[config.mk]
export PLATFORM = sky130hd
export DESIGN_NAME = shuffled_lcg_random_int_core
export DESIGN_NICKNAME = d
export VERILOG_FILES = /design/src/rtl/core/slri_pkg.sv /design/src/rtl/core/shuffled_lcg_random_int_core.sv /design/src/rtl/core/slri_datapath.sv /design/src/rtl/core/slri_ctrl.sv
export SDC_FILE = /design/constraint.sdc
export NUM_CORES = 2
export LEC_CHECK = 0
export BUFFER_PORTS_ARGS = -buffer_cell sky130_fd_sc_hd__buf_2
export CELL_PAD_IN_SITES_DETAIL_PLACEMENT = 0
export CELL_PAD_IN_SITES_GLOBAL_PLACEMENT = 1
export CORE_MARGIN = 10
export CORE_UTILIZATION = 30
export DETAILED_ROUTE_END_ITERATION = 10
export GPL_ROUTABILITY_DRIVEN = 0
export GPL_TIMING_DRIVEN = 0
export PLACE_DENSITY_LB_ADDON = 0.1
export SKIP_CTS_REPAIR_TIMING = 1
export SLEW_MARGIN = 10
export SYNTH_ARGS = -nofsm -noshare
export SYNTH_HDL_FRONTEND = slang
export SYNTH_SLANG_ARGS = --single-unit
[constraint.sdc]
create_clock -name clock -period 13.96 [get_ports clock]
set_input_delay 4.188 -clock clock [delete_from_list [all_inputs] [get_ports clock]]
set_output_delay 4.188 -clock clock [all_outputs]
set_load 0.005 [all_outputs]
[src/rtl/core/slri_pkg.sv]
// package: shared constants and command/status types for the shuffled lcg core
`default_nettype none
package slri_pkg;
   localparam logic [30:0] LCG_MOD = 31'h7FFF_FFFF;
   localparam logic [14:0] LCG_MUL = 15'd16807;
   localparam logic [31:0] RAW_MAX = 32'h7FFF_FFFF;

   // commands from the controller to the datapath
   typedef struct packed {
      logic load_req;    // capture request fields
      logic seed_wr;     // capture new seed
      logic warm_init;   // load warm-up start value
      logic lcg_step;    // one generator step
      logic tbl_write;   // write next lcg value at warm-up index
      logic warm_done;   // take table entry zero as last output
      logic draw_rd;     // read shuffle entry (index from last output)
      logic draw_swap;   // swap in new value, update last output
      logic mod_start;   // start remainder unit
      logic mod_step;    // one remainder step
      logic finish;      // form result
   } cmd_type;

   typedef struct packed {
      logic need_warm;
      logic degenerate;
      logic raw_mode;
      logic reject;
   } status_type;
endpackage
`default_nettype wire

[src/rtl/core/shuffled_lcg_random_int_core.sv]
// top level: minimal-standard generator with shuffle table and ranged output
// Usage: csr_valid/csr_ready write the seed (only while idle); it re-arms warm-up.
// req_* carries one transaction: action 0 returns the raw shuffled number,
// action 1 an unbiased integer in [range_low, range_high] (range_low if the
// span is degenerate). rsp_* returns value.
// A raw request runs a generator step and a shuffle-table swap; a degenerate
// ranged one skips the draw. A ranged draw adds the bit-serial remainder
// unit, and each rejection adds another fresh draw and remainder. The first
// draw after reset or a seed write first runs a warm-up that fills the
// shuffle table, one generator step per cycle.
// One request is processed at a time; the result sits in an output register,
// and a new request is taken only after that result has been accepted.
// Reset clears the controller and makes the generator need warm-up; the seed
// state resets to zero. If the receiver stalls, value and rsp_valid hold and
// req_ready stays low.
`default_nettype none
module shuffled_lcg_random_int_core #(
   parameter int TABLE_DEPTH = 32
) (
   input  wire logic        clock,
   input  wire logic        reset,
   input  wire logic        csr_valid,
   output      logic        csr_ready,
   input  wire logic [31:0] csr_seed,
   input  wire logic        req_valid,
   output      logic        req_ready,
   input  wire logic        req_action,
   input  wire logic [31:0] req_range_low,
   input  wire logic [31:0] req_range_high,
   output      logic        rsp_valid,
   input  wire logic        rsp_ready,
   output      logic [31:0] rsp_value
);
   import slri_pkg::*;
   cmd_type    cmd;
   status_type stat;
   logic [$clog2(TABLE_DEPTH)-1:0] warm_idx;

   slri_ctrl #(.TABLE_DEPTH(TABLE_DEPTH)) u_ctrl (
      .clock, .reset, .req_valid, .req_ready, .csr_valid, .csr_ready,
      .rsp_valid, .rsp_ready, .stat, .cmd, .warm_idx
   );
   slri_datapath #(.TABLE_DEPTH(TABLE_DEPTH)) u_dp (
      .clock, .reset, .csr_seed, .req_action, .req_range_low, .req_range_high,
      .cmd, .warm_idx, .stat, .result(rsp_value)
   );
endmodule
`default_nettype wire

[src/rtl/core/slri_datapath.sv]
// datapath: generator, shuffle table, rejection test and remainder unit
`default_nettype none
module slri_datapath #(
   parameter int TABLE_DEPTH = 32
) (
   input  wire logic               clock,
   input  wire logic               reset,
   input  wire logic [31:0]        csr_seed,
   input  wire logic               req_action,
   input  wire logic [31:0]        req_range_low,
   input  wire logic [31:0]        req_range_high,
   input  wire slri_pkg::cmd_type  cmd,
   input  wire logic [$clog2(TABLE_DEPTH)-1:0] warm_idx,
   output      slri_pkg::status_type stat,
   output      logic [31:0]        result
);
   import slri_pkg::*;
   localparam int IW = $clog2(TABLE_DEPTH);
   localparam logic [31:0] NDIV = 32'(1 + (2147483646 / TABLE_DEPTH));

   logic [31:0] lcg_ff, lcg_in;
   logic        armed_ff;     // warm-up done since the last seed write or reset
   logic [30:0] last_ff;
   logic [30:0] mem [TABLE_DEPTH];
   logic [30:0] rd_ff;
   logic        act_ff;
   logic [31:0] lo_ff, x_ff;
   logic [31:0] rem_ff;
   logic [32:0] rem2;
   logic [31:0] n_ff;
   logic [4:0]  bit_ff;

   // generator step on 31-bit value; full mult fits 46 bits, fold mod 2^31-1
   logic [31:0] cur;
   logic [45:0] prod;
   logic [31:0] fold;
   logic [31:0] lcg_nxt;
   always_comb begin
      cur  = lcg_ff;
      prod = 46'(cur) * 46'(LCG_MUL);
      fold = 32'(prod[30:0]) + 32'(prod[45:31]);
      lcg_nxt = (fold >= 32'(LCG_MOD)) ? fold - 32'(LCG_MOD) : fold;
   end

   // warm-up start: -lcg (as signed), or 1
   logic [31:0] neg;
   logic [31:0] start;
   logic [32:0] mag;
   always_comb begin
      neg = 32'd0 - lcg_ff;
      mag = lcg_ff[31] ? 33'(neg) : 33'd0;
      if (lcg_ff == 32'h8000_0000) mag = 33'h1_0000_0000 >> 1;
      start = (mag == 33'd0) ? 32'd1 : mag[31:0];
   end

   // index: last / NDIV, found by comparing against the slot boundaries
   logic [IW-1:0] idx;
   always_comb begin
      idx = '0;
      for (int j = 1; j < TABLE_DEPTH; j++) begin
         if ({1'b0, last_ff} >= 32'(j) * NDIV) idx = IW'(j);
      end
   end

   // span
   logic [31:0] span;
   assign span = req_range_high - req_range_low + 32'd1;

   always_comb begin
      lcg_in = lcg_ff;
      if (cmd.seed_wr) lcg_in = csr_seed[31] ? csr_seed : 32'd0 - csr_seed;
      else if (cmd.warm_init) lcg_in = start;
      else if (cmd.lcg_step) lcg_in = lcg_nxt;
   end

   assign rem2 = {rem_ff, n_ff[bit_ff]};

   always_ff @(posedge clock) begin
      if (reset) begin
         lcg_ff   <= '0;
         armed_ff <= 1'b0;
      end else begin
         lcg_ff <= lcg_in;
         if (cmd.seed_wr) armed_ff <= 1'b0;
         else if (cmd.warm_done) armed_ff <= 1'b1;
      end
   end

   always_ff @(posedge clock) begin
      if (cmd.tbl_write) mem[warm_idx] <= lcg_nxt[30:0];
      if (cmd.warm_done) last_ff <= mem[0];
      if (cmd.draw_rd) rd_ff <= mem[idx];
      if (cmd.draw_swap) begin
         mem[idx] <= lcg_ff[30:0];
         last_ff  <= rd_ff;
      end
      if (cmd.load_req) begin
         act_ff   <= req_action;
         lo_ff    <= req_range_low;
         x_ff     <= span;
      end
      if (cmd.mod_start) begin
         n_ff   <= {1'b0, rd_ff};
         rem_ff <= 32'd0;
         bit_ff <= 5'd31;
      end
      if (cmd.mod_step) begin
         rem_ff <= (rem2 >= 33'(x_ff)) ? 32'(rem2 - 33'(x_ff)) : rem2[31:0];
         bit_ff <= bit_ff - 5'd1;
      end
      if (cmd.finish) result <= act_ff ? ((x_ff <= 32'd1 || x_ff - 32'd1 > RAW_MAX) ?
         lo_ff : lo_ff + rem_ff) : {1'b0, last_ff};
   end

   // n is rejected iff n > RAW_MAX - (2^31 mod x), which is the same as
   // n - n%x + x > 2^31, so the remainder of n is enough for the test
   logic [32:0] top;
   assign top = 33'(n_ff) - 33'(rem_ff) + 33'(x_ff);
   assign stat.reject     = top > 33'h0_8000_0000;
   assign stat.need_warm  = !lcg_ff[31] && lcg_ff == 32'd0 || lcg_ff[31] || !armed_ff;
   assign stat.degenerate = x_ff <= 32'd1 || x_ff - 32'd1 > RAW_MAX;
   assign stat.raw_mode   = !act_ff;
endmodule
`default_nettype wire

[src/rtl/core/slri_ctrl.sv]
// controller: sequences warm-up, draw, remainder and handshakes
`default_nettype none
module slri_ctrl #(
   parameter int TABLE_DEPTH = 32
) (
   input  wire logic clock,
   input  wire logic reset,
   input  wire logic req_valid,
   output      logic req_ready,
   input  wire logic csr_valid,
   output      logic csr_ready,
   output      logic rsp_valid,
   input  wire logic rsp_ready,
   input  wire slri_pkg::status_type stat,
   output      slri_pkg::cmd_type cmd,
   output      logic [$clog2(TABLE_DEPTH)-1:0] warm_idx
);
   import slri_pkg::*;
   localparam int IW = $clog2(TABLE_DEPTH);
   localparam logic [3:0] S_IDLE = 4'd0, S_CHK = 4'd1, S_WINIT = 4'd2, S_WARM = 4'd3,
      S_WDONE = 4'd4, S_STEP = 4'd5, S_RD = 4'd6, S_SWAP = 4'd7, S_MODS = 4'd8,
      S_MOD = 4'd9, S_TEST = 4'd10, S_FIN = 4'd11, S_OUT = 4'd12;
   logic [3:0] state_ff, state_in;
   logic [6:0] cnt_ff, cnt_in;
   logic       rv_ff, rv_in;

   assign req_ready = state_ff == S_IDLE && !csr_valid && !rv_ff;
   assign csr_ready = state_ff == S_IDLE;
   assign rsp_valid = rv_ff;
   assign warm_idx  = IW'(cnt_ff);

   always_comb begin
      state_in = state_ff;
      cnt_in   = cnt_ff;
      rv_in    = rv_ff && !rsp_ready;
      cmd      = '0;
      case (state_ff)
         S_IDLE: begin
            if (csr_valid) cmd.seed_wr = 1'b1;
            else if (req_valid && !rv_ff) begin
               cmd.load_req = 1'b1;
               state_in = S_CHK;
            end
         end
         S_CHK: state_in = (!stat.raw_mode && stat.degenerate) ? S_FIN :
            (stat.need_warm ? S_WINIT : S_STEP);
         S_WINIT: begin
            cmd.warm_init = 1'b1;
            cnt_in = 7'(TABLE_DEPTH + 7);
            state_in = S_WARM;
         end
         S_WARM: begin
            cmd.lcg_step = 1'b1;
            cmd.tbl_write = cnt_ff < 7'(TABLE_DEPTH);
            cnt_in = cnt_ff - 7'd1;
            if (cnt_ff == 7'd0) state_in = S_WDONE;
         end
         S_WDONE: begin
            cmd.warm_done = 1'b1;
            state_in = S_STEP;
         end
         S_STEP: begin
            cmd.lcg_step = 1'b1;
            state_in = S_RD;
         end
         S_RD: begin
            cmd.draw_rd = 1'b1;
            state_in = S_SWAP;
         end
         S_SWAP: begin
            cmd.draw_swap = 1'b1;
            state_in = stat.raw_mode ? S_FIN : S_MODS;
         end
         S_MODS: begin
            cmd.mod_start = 1'b1;
            cnt_in = 7'd31;
            state_in = S_MOD;
         end
         S_MOD: begin
            cmd.mod_step = 1'b1;
            cnt_in = cnt_ff - 7'd1;
            if (cnt_ff == 7'd0) state_in = S_TEST;
         end
         S_TEST: state_in = stat.reject ? S_STEP : S_FIN;
         S_FIN: begin
            cmd.finish = 1'b1;
            state_in = S_OUT;
         end
         S_OUT: begin
            if (!rv_ff) begin
               rv_in = 1'b1;
               state_in = S_IDLE;
            end
         end
         default: state_in = S_IDLE;
      endcase
   end

   always_ff @(posedge clock) begin
      if (reset) begin
         state_ff <= S_IDLE;
         cnt_ff   <= '0;
         rv_ff    <= 1'b0;
      end else begin
         state_ff <= state_in;
         cnt_ff   <= cnt_in;
         rv_ff    <= rv_in;
      end
   end
endmodule
`default_nettype wire
After elaboration in Yosys (flattened, before gate mapping)
Memory sizes are Yosys's and may differ from the RTL's. A register that Yosys moved wholly into a read port is not among the register bits. Cells that the tools add are included.

RAM bits: 992. Output and inout port bits: 35. Logic and storage cells: 195. Memories kept: 1. Input port bits: 102. Flip-flop bits (word level): 241.

Memory list: u_dp.mem (words 32, bits a word 31, rd ports 2, clocked after memory_dff 1, write ports 1, line slri_datapath.sv:24) `logic [30:0] mem [TABLE_DEPTH];`.

Reductions and logical operators: 27. Order comparisons: 38. Add/subtract/negate cells: 13. $mul: 1. Eq/ne operators: 18. Muxes and demuxes: 83.

Operator list (number): $ge 31x31->1 const B (16); $mux 32 (11); $ge 31x30->1 const B (8); $ge 31x29->1 const B (4); $mux 31 (4); $mux 5 (19); $sub 1x32->32 const A (2); $sub 32x32->32 (2); $ge 31x28->1 const B (2); $mux 4 (15); $pmux 4 s13 (1); $mul 32x15->46 const B (1); $add 33x32->33 (1); $ge 33x32->1 (1); $gt 33x32->1 const B (1); $logic_not 33->1 (1); $mux 33 (1); $sub 31x32->33 (1); $add 31x15->32 (1); $add 32x1->32 const B (1); $add 32x32->32 (1); $eq 32x32->1 const B (1); $ge 32x31->1 const B (1); $gt 32x31->1 const B (1); other kinds (30) (83).

Longest topological paths before layout
Word-level depth: 33. Mapped depth: 40. Gate-level depth less buffers: 37.

Hierarchy
Synthesis repeated with hierarchy kept, for this count alone.

Cell total of the unflattened synthesis: 7306. Area total of the unflattened synthesis: 78995.8 um2.

Modules (own cells, without submodules): slri_datapath (seq. area each 37265.7 um2, times used 1, area an instance 78053.6 um2, cells an instance 7175); slri_ctrl (seq. area each 240.2 um2, times used 1, area an instance 942.2 um2, cells an instance 131).

Least setup slack after synthesis
Ideal clock, no wire load.

Path kind: reg2reg. From: register u_dp.lcg_ff[16], in the netlist u_dp.cur[16]. To: memory u_dp.mem[0][22] (data pin). Data arrival time: 10.212 ns. Setup slack: 3.281 ns. Clock period less this slack: 10.679 ns. Path buffers: 4. Stages on the path, launching flop included: 39. Data required time: 13.493 ns. Setup time: 0.467 ns. Cell sequence: dfxtp_1 > clkbuf_1 > inv_1 > fa_1 > inv_1 > ha_1 > inv_1 > fa_1 > inv_1 > fa_1 > fa_1 > fa_1 > ha_1 > buf_6 > o21a_1 > nor2_1 > a211o_1 > o311ai_0 > [... 3 more ...] > or3_1 > o21ai_0 > a21oi_1 > xnor2_1 > ha_1 > a21oi_1 > nand2_1 > a21o_1 > o21a_1 > o21ai_2 > a2111oi_4 > a22o_1 > a211oi_2 > and4b_4 > and3_1 > buf_2 > buf_4 > o31ai_1.

Cells in the longest elaborated chain, start to end: 5. Elaborated cells on any way between the ends: 6. Classes of those cells: 2 x add/sub; 1 x mul; 1 x order compare; 2 x mux.

Ends and longest elaborated chain: start: declaration (line slri_datapath.sv:21) `logic [31:0] lcg_ff, lcg_in;`; start signal: assignment (line slri_datapath.sv:83) `lcg_ff <= lcg_in;`; $mul 32x15->46 * (line slri_datapath.sv:40) `prod = 46'(cur) * 46'(LCG_MUL);`; $add 31x15->32 * (line slri_datapath.sv:41) `fold = 32'(prod[30:0]) + 32'(prod[45:31]);`; $sub 32x31->32 or $ge 32x31->1 (tied branches) (line slri_datapath.sv:42) `lcg_nxt = (fold >= 32'(LCG_MOD)) ? fold - 32'(LCG_MOD) : fold;`; $mux 32 * (line slri_datapath.sv:42); $mux 31 (no source line) *; end: declaration (line slri_datapath.sv:24).

Every way passes the cells marked *; elsewhere a longest branch is shown, timed or not.

Final worst setup path
From: register u_dp.lcg_ff[13], in the netlist u_dp.cur[13]. To: memory u_dp.mem[20][10] (data pin).

Same word-level chain as after synthesis.

==> results.txt <==
R2R depth: 40
Hold depth: 0
Initial Util: 0.302
Routed WL: 229000 um
Clock root buffer: clkbuf_16
Slew headroom: 0.128
RR Startpoint: u_dp.cur[13]
Async S/R FF share, synth: 0
Syn nets: 5686
Slew @ Worst Pin: 1.31 ns
WHS Endpoint: u_dp.n_ff[2]
Skew final: 0.0252 ns
Startpoint Class: register
Post-synthesis compound-gate area fraction: 0.0773
Max clock buf depth: 3
Place WS: 0.102 ns
Drt drc: 0
Worst skew pair latency: 0.78 ns
Worst EP required: 14.57 ns
WL/cell: 26.9 um
Routed Antenna Nets: 0
Critical path's largest stage delay: 0.76 ns
Antenna violations before repair: 18
Unrepaired setup endpoints after global routing: false
Setup ws final: 0.723 ns
Die Y-Extent: 501 um
Largest net degree at the start of global routing: 45
Synth Area in Simple Gates: 0.0727
Fmax: 75.5 MHz
Mapped Area: 69300 sq um
DP HPWL: 176000 um
DR vias: 43300
Reg2Reg Capture Point: u_dp.mem[20][10]
Max-Cap Viols: 0
Std cell rows: 176
GRT Util Overall: 0.180
Die area: 251000 sq um
# port buffers: 135
GR Overflow Total: 0
Cell taking the most area after synthesis: edfxtp_1
Core area: 230000 sq um
Global-route wire length before repair: 328000 um
Post-Syn Instances: 5010
Setup crit end kind: register
Sequential-to-total area share from yosys stat: 0.541
Number of distinct library cells after synthesis: 118
XOR/XNOR Fraction of Synth Area: 0.0286
CTS tree: yes
Slowest-stage cell, CP: xnor2_1
Hold slack: 0.438 ns
Period Utilization, post-route: 0.948
Final Hold Vio Count: 0
Horiz. Die Dim: 501 um
Num CTS Buffers: 140
Setup CP Type: reg2reg
Fill count: 22400
Vias in the first global route: 44400
Top-area cell type share of the netlist area: 0.528
Num ports: 137
Share of layout cells above drive strength 1: 0.172
Yosys warns: 0
Post-synthesis mux area share: 0.118
Design area: 80600 sq um
Yosys reg bits: 1264
Slew Limit Fails: 0
Setup TNS: 0 ns
Crit. path cell count: 40
Worst path top cell family by delay: adder cells
Run status: finished, final reports clean
Main combinational cell family by area after synthesis: adder cells
Worst-path clk slew: 0.06 ns
Top cell by count, worst path: inv_1
Min Tclk post-route: 13.24 ns
Critical path arrival: 13.85 ns
Final setup violation count: 0
Buf/Inv on CP: 11
Syn_area_per_cell: 13.8 sq um
Drt pass-1 iters: 5
Hold path startpoint: u_dp.rd_ff[2]
Vias per cell: 5.09
Iter 0 DRT Violations: 3302
Synth top area cells: edfxtp_1 53%, mux4_2 10%, ha_1 7.2%
Area growth syn-to-layout: 16.2%
H-tree depth: 4
Crit path max fanout: 14
Placed cell area: 76200 sq um
Layout Nets: 6056
Sink Count: 1264
Synth Flop Type: edfxtp_1
Min-Delay Path Class: reg2reg
Synth Area in Adders: 0.122
Reg2Reg Setup Slack: 0.72 ns
Number of flops mapped to enable cells by yosys: 1219
[synthesized netlist by cell type (38+ instances only)]
master / n
a21o_1: 57
nand3_1: 81
a31oi_1: 49
mux4_2: 319
o21ai_0: 129
xnor2_1: 145
buf_1: 39
ha_1: 401
mux2i_1: 63
clkbuf_1: 113
nor2_1: 294
edfxtp_1: 1219
o21a_1: 45
fa_1: 173
inv_1: 537
dfxtp_1: 45
a21oi_1: 219
nand2_1: 287
xor2_1: 78
nor3_1: 100
o22ai_1: 38
[flip-flops by register name (all words and copies together) (netlist names), 31 cells and up]
register	count
u_dp.cur	32
u_dp.x_ff	32
u_dp.mem	992
u_dp.n_ff	31
u_dp.lo_ff	32
u_dp.last_ff	31
u_dp.rem_ff	32
u_dp.rd_ff	31
u_dp.result	32
[stage by stage]
step	utilization	std cells
final	0.350	8517
after CTS	0.350	8511
after floorplan	-	5010
after global routing	0.350	8512
after global placement	0.321	8171
after detailed placement	0.331	8263
[routing by layer]
metal,GRT usage,vias to the layer above,wire (um)
met3,0.0260,209,10100
met1,0.264,22500,111000
li1,-,19700,-
met5,0,-,0
met4,0.0330,0,3890
met2,0.283,960,104000
[cells in the final DEF, fill, tap and decap left out, types with 32 or more instances in the layout]
cell and instances:
edfxtp_1 1219, inv_1 537, ha_1 401, mux4_2 319, nand2_1 286, nor2_1 259, a21oi_1 217, fa_1 173
clkbuf_16 145, xnor2_1 142, buf_2 141, clkbuf_1 140, o21ai_0 127, nor3_1 100, nand3_1 81, xor2_1 76
mux2i_1 63, a21o_1 57, o21a_1 45, dfxtp_1 45, a31oi_1 43, buf_12 40, clkinv_1 38, buf_1 35
nor2_4 35, nand4_1 35, mux2_2 35, nor4_1 32
[worst max-delay path by stage]
stage	from	endpoint	slack [ns]
after floorplan	u_dp.cur[16]	u_dp.mem[0][22]	3.28
after global placement	u_dp.cur[16]	u_dp.mem[24][22]	-2.63
after detailed placement	u_dp.cur[8]	u_dp.mem[20][10]	0.10
after CTS	u_dp.cur[8]	u_dp.mem[27][10]	0.05
after global routing	u_dp.cur[16]	u_dp.mem[27][10]	0.18
final	u_dp.cur[13]	u_dp.mem[20][10]	0.72
[logic make-up after synthesis]
group / after synthesis
AND/OR/NAND/NOR: 1041
adder cells (fa/ha/maj): 574
AO/OA/AOI/OAI: 784
buffers and inverters: 705
flip-flops: 1264
XOR/XNOR: 225
multiplexers: 417
[final cells by class]
class                   instances  area, sq um  share of cell area
clock buffers                 172         3730              0.0463
flip-flops and latches       1264        37500               0.465
well taps                    3026         3790              0.0470
diodes                          5         12.5            0.000155
plain buffers                 168          732             0.00908
multi-input cells            3041        29700               0.369
inverters                     537         2020              0.0250
repair buffers                228         2480              0.0308
clock inverters                76          588             0.00730
Power is not shown: default switching activity piles up to over one toggle a cycle in this logic, so the estimate is an artifact.
